## config.mk

```make
export PLATFORM = sky130hd
export DESIGN_NAME = vhd_div
export DESIGN_NICKNAME = d
export VERILOG_FILES = /design/src/hdl/vhd_pkg.sv /design/src/hdl/vhd_div.sv
export SDC_FILE = /design/constraint.sdc
export NUM_CORES = 2
export LEC_CHECK = 0
export BUFFER_PORTS_ARGS = -buffer_cell sky130_fd_sc_hd__buf_2
export CORE_ASPECT_RATIO = 0.5
export CORE_MARGIN = 2
export CORE_UTILIZATION = 50
export DETAILED_ROUTE_END_ITERATION = 6
export PLACE_DENSITY = 0.68
export REMOVE_ABC_BUFFERS = 1
export SYNTH_ARGS = -nofsm -noshare
export SYNTH_HDL_FRONTEND = slang
export SYNTH_SLANG_ARGS = --single-unit
```

## constraint.sdc

```tcl
create_clock -name i_clk -period 3.15 [get_ports i_clk]
set_input_delay 0.315 -clock i_clk [delete_from_list [all_inputs] [get_ports i_clk]]
set_output_delay 0.315 -clock i_clk [all_outputs]
set_load 0.02 [all_outputs]
```

## src/hdl/vhd_pkg.sv

```systemverilog
`timescale 1ns / 1ps
// ----------------------------------------------------------------------------
// vhd_pkg: shared types and constants for the vector heading block
// Polynomial coefficients (unsigned Q.24) and the octant side-band record.
// ----------------------------------------------------------------------------
package vhd_pkg;

    localparam int COEF_FRAC = 24;
    localparam int COEF_W    = 30;

    localparam logic [COEF_W-1:0] COEF_A = 30'd44695510;
    localparam logic [COEF_W-1:0] COEF_B = 30'd153142931;
    localparam logic [COEF_W-1:0] COEF_C = 30'd314931161;
    localparam logic [COEF_W-1:0] COEF_D = 30'd961263677;

    localparam int COORD_W   = 32;
    localparam int HEADING_W = 25;
    localparam int THRESH_W  = 16;

    // octant and special-case flags that ride along with each item
    typedef struct packed {
        logic too_small;
        logic swap;
        logic zpos;
        logic xpos;
    } t_side;

endpackage

```

## src/hdl/vhd_div.sv

```systemverilog
`timescale 1ns / 1ps
// ----------------------------------------------------------------------------
// vhd_div: pipelined restoring divider
// Forms floor(smaller * 2^RATIO_FRAC_BITS / larger), one quotient bit a stage.
// ----------------------------------------------------------------------------
module vhd_div #(
    parameter int RATIO_FRAC_BITS = 24
) (
    input  logic                        i_clk,
    input  logic                        i_rst_n,
    input  logic                        i_en,
    input  logic                        i_valid,
    input  logic [31:0]                 i_smaller,
    input  logic [31:0]                 i_larger,
    input  vhd_pkg::t_side              i_side,
    output logic                        o_valid,
    output logic [RATIO_FRAC_BITS:0]    o_quot,
    output vhd_pkg::t_side              o_side
);
    import vhd_pkg::*;

    localparam int RF = RATIO_FRAC_BITS;
    localparam int QW = RF + 1;

    logic [31:0]   r_rem  [0:RF];
    logic [31:0]   r_den  [0:RF];
    logic [QW-1:0] r_q    [0:RF];
    t_side         r_side [0:RF];
    logic [RF:0]   r_vld;

    // top quotient bit is set only when both magnitudes are equal
    logic w_eq;
    assign w_eq = (i_smaller == i_larger);

    always_ff @(posedge i_clk) begin
        if (!i_rst_n) begin
            r_vld[0] <= 1'b0;
        end else if (i_en) begin
            r_vld[0] <= i_valid;
        end
        if (i_en) begin
            r_rem[0]  <= w_eq ? 32'd0 : i_smaller;
            r_den[0]  <= i_larger;
            r_q[0]    <= QW'(w_eq);
            r_side[0] <= i_side;
        end
    end

    for (genvar k = 1; k <= RF; k++) begin : g_step
        logic [32:0] w_sh;
        logic        w_ge;
        logic [32:0] w_diff;
        assign w_sh   = {r_rem[k-1], 1'b0};
        assign w_ge   = (w_sh >= {1'b0, r_den[k-1]});
        assign w_diff = w_sh - {1'b0, r_den[k-1]};

        always_ff @(posedge i_clk) begin
            if (!i_rst_n) begin
                r_vld[k] <= 1'b0;
            end else if (i_en) begin
                r_vld[k] <= r_vld[k-1];
            end
            if (i_en) begin
                r_rem[k]  <= w_ge ? w_diff[31:0] : w_sh[31:0];
                r_den[k]  <= r_den[k-1];
                r_q[k]    <= {r_q[k-1][QW-2:0], w_ge};
                r_side[k] <= r_side[k-1];
            end
        end
    end

    assign o_valid = r_vld[RF];
    assign o_quot  = r_q[RF];
    assign o_side  = r_side[RF];

endmodule

```

==> results.json <==
{
  "core_um2": 214600,
  "viasPerCell": 5.286,
  "syn_inst": 9411,
  "tritoncts": "done",
  "ys_seq_elements": 1986,
  "met3_usage": 0.02682,
  "worst_pin_slew_ps": 661.1,
  "netlist-cell-type-count": 103,
  "numCtsBuffers": 192,
  "status": "complete, but fails checks",
  "holdPathEnd": "r_side[0][0]$_DFFE_PP_",
  "cp-start-kind": "flop",
  "rr_worst_depth": 14,
  "end_kind": "flop",
  "crit_type": "flop to flop",
  "synthFlopType": "edfxtp_1",
  "power.density_nw_per_um2": 1060,
  "hp-class": "primary input to flop",
  "grt_usage": 0.2280,
  "violations": "negative setup slack",
  "holdPathStages": 2,
  "layout_commonest_cell": "buf_4",
  "slew_headroom": 0.5531,
  "required_ps": 3730,
  "total_power_mw": 154.1,
  "finalInstanceArea_um2": 145400,
  "reg2reg_slack_ps": -430,
  "via_count": 78500,
  "dp.final_hpwl_um": 175100,
  "area.growth.synth_to_final_pct": 34.42,
  "ios": 102,
  "async_reset_ff_frac": 0,
  "report.final.slew_viol_count": 0,
  "worstPathMaxFanout": 5,
  "setup_viol": 480,
  "place_congestion": 0.9701,
  "grt_util_met1": 0.2279,
  "max-cap-violations": 0,
  "top_usage_layer": "met2",
  "synthAdderAreaFrac": 0.09299,
  "cts-htree-levels": 4,
  "power_leakage_nw": 62.29,
  "nets": 12700,
  "totalWireLength_um": 258900,
  "yosys_warnings": 0,
  "synth_compound_area_frac": 0.1438,
  "drc": 0,
  "postPlaceCellArea_um2": 125900,
  "layout_setup_ws_ps": -427.8,
  "drive_above_1_share": 0.3362,
  "antenna_found_initial": 2,
  "clockBufferDepth": 4,
  "synth-xor-area-share": 0.05361,
  "start_util": 0.5041,
  "critPathSlowestCell": "edfxtp_1",
  "muxShareOfSynthArea": 0.02913,
  "synth_top_family_by_area": "compound AO/OA/AOI/OAI gates",
  "numPortBuffers": 101,
  "fillers": 15370,
  "routedWlPerCell_um": 17.43,
  "cts.sinks": 1986,
  "min_period_over_period": 1.136,
  "std_cell_rows": 120,
  "finalHoldViolations": 0,
  "r2r-end": "r_rem[2][202]$_DFFE_PP_",
  "die_h_um": 332.9,
  "hp-start": "i_side[0]",
  "timing.fmax_mhz": 279.5,
  "use_met2": 0.4529,
  "cpPeakStageDelay_ps": 440,
  "skew_ps": 54.18,
  "mostFrequentLayoutCells": "buf_4, edfxtp_1, inv_1, ha_1, a21oi_1",
  "crit_chain": "ha_4, o21a_1, o31a_1, o31ai_4, a211oi_4, a21oi_2, a21o_1, o21a_4, o21ai_4, a311oi_4, o41ai_4, buf_6, clkbuf_16, mux2_4",
  "die_x_um": 661.7,
  "regToRegStartpoint": "r_rem[2][161]$_DFFE_PP_",
  "crit_start": "r_rem[2][161]$_DFFE_PP_",
  "first_iter_violations": 3676,
  "dr.pass1.iters": 7,
  "synth_area_um2": 108200,
  "grt_pass1_wl_um": 403500,
  "clkTransAtPathRegs_ps": 60,
  "rsz0062_at_grt": "yes",
  "grt_pass1_vias": 81080,
  "synth_edf_count": 1961,
  "grt_max_degree": 129,
  "irDropWorstVdd_uv": 561.6,
  "syn_avg_cell_area_um2": 11.49,
  "clock_latency_ps": 860,
  "die_area_um2": 220300,
  "grt_remaining_overflow": 0,
  "synth-simple-area-share": 0.08762,
  "ant_nets": 0,
  "seq_area_frac_synth": 0.5491,
  "clockRootBuffer": "clkbuf_16",
  "period_minus_slack_ps": 3578,
  "cp_data_arrival_time_ps": 4160
}
-- layout make-up --
| cell class | instances | area [um^2] | area share |
|---|---|---|---|
| flip-flops and latches | 1986 | 59390 | 0.4085 |
| multi-input cells | 6219 | 51270 | 0.3526 |
| repair buffers | 2467 | 21300 | 0.1465 |
| clock buffers | 229 | 4975 | 0.03422 |
| inverters | 972 | 3690 | 0.02538 |
| well taps | 2867 | 3587 | 0.02467 |
| clock inverters | 110 | 1175 | 0.008081 |
| diodes | 1 | 2.502 | 0.00001721 |
-- what timing repair did --
item | 4_1_cts | 5_1_grt
pin swaps | 434 | 473
gates cloned | 68 | 12
setup endpoints to repair | 754 | 749
buffers inserted | 242 | 191
gates resized for setup | 1137 | 960
hold buffers | 72 | 0
endpoints found under the hold margin | 123 | 0
-- logic make-up (layout without fill, tap and decap cells) --
kind of cell               count (synthesis)  count (layout)
and+or+nand+nor                         2009            2009
adders and majority gates                790             790
buffers and inverters                   1207            3778
muxes                                    277             277
AOI/OAI and AO/OA                       2480            2481
DFF                                     1986            1986
xor gates and xnor gates                 662             662
other                                      0               1
-- cell usage after synthesis (all sizes together) (17+ instances only) --
| cell type | number | share of area |
|---|---|---|
| a211o | 23 | 0.0019 |
| a211oi | 57 | 0.0040 |
| a21boi | 20 | 0.0014 |
| a21o | 412 | 0.029 |
| a21oi | 749 | 0.035 |
| a221oi | 20 | 0.0017 |
| a31o | 21 | 0.0017 |
| a31oi | 82 | 0.0048 |
| and2 | 61 | 0.0035 |
| and3 | 60 | 0.0035 |
| buf | 75 | 0.0044 |
| clkbuf | 160 | 0.0056 |
| dfxtp | 25 | 0.0046 |
| edfxtp | 1961 | 0.54 |
| fa | 23 | 0.0043 |
| ha | 767 | 0.089 |
| inv | 972 | 0.034 |
| mux2 | 242 | 0.026 |
| mux2i | 35 | 0.0032 |
| nand2 | 674 | 0.023 |
| nand2b | 115 | 0.0067 |
| nand3 | 134 | 0.0062 |
| nand4 | 106 | 0.0061 |
| nor2 | 501 | 0.017 |
| nor2b | 131 | 0.0076 |
| nor3 | 106 | 0.0049 |
| nor4 | 19 | 0.0011 |
| o211ai | 34 | 0.0024 |
| o21a | 104 | 0.0073 |
| o21ai | 644 | 0.030 |
| o21bai | 94 | 0.0065 |
| o31a | 22 | 0.0018 |
| o31ai | 56 | 0.0041 |
| or3 | 17 | 0.00098 |
| xnor2 | 402 | 0.033 |
| xor2 | 260 | 0.021 |
-- how the worst max path moves through the flow --
stage | end | slack (ps) | depth (start not counted)
2_1_floorplan | r_rem[1][40]$_DFFE_PP_ | -1780 | 10
3_3_place_gp | r_rem[2][227]$_DFFE_PP_ | -590 | 13
3_5_place_dp | r_rem[2][252]$_DFFE_PP_ | -640 | 13
4_1_cts | r_rem[2][209]$_DFFE_PP_ | -510 | 14
5_1_grt | r_rem[2][204]$_DFFE_PP_ | -560 | 14
6_report | r_rem[2][202]$_DFFE_PP_ | -430 | 14
-- stage by stage --
step                        util  cells  hold slack [ps]  setup slack (ps)  setup TNS (ps)
final                     0.6776  14850            174.6            -427.8          -96600
after detailed placement  0.5868  14010            404.5            -637.8         -250370
after global routing      0.6776  14850            124.0            -558.8         -155580
after floorplan                -   9176            400.3             -1781         -630280
after CTS                 0.6555  14710            95.47            -512.3         -100500
after global placement    0.5868  14010            400.3            -590.8         -213560
-- critical path, delay by kind of cell (launching register included) --
kind / cells / cell delay, ps
buf+inv: 2 / 410
mux: 1 / 290
fa+ha+maj: 1 / 310
compound gates: 10 / 1850
flops: 1 / 440
-- metal layers --
| layer | wire [um] | vias to the layer above |
|---|---|---|
| li1 | - | 39140 |
| met1 | 93700 | 37250 |
| met2 | 143100 | 1392 |
| met3 | 6742 | 722 |
| met4 | 15370 | 0 |
| met5 | 0 | - |
-- state kept, by name, indices dropped and copies added, names as in the netlist --
register  cells
o_valid       1
r_den       768
r_side      100
r_rem       768
r_vld        24
r_q         325
-- report_power, final --
group	switching, mW	internal [mW]	leakage (nW)
clock	10.1	13.1	3.01
sequential	3.97	38.9	19.4
combinational	42.1	45.9	39.9
total	56.2	97.9	62.3
Power figures use the tool's default switching activity.
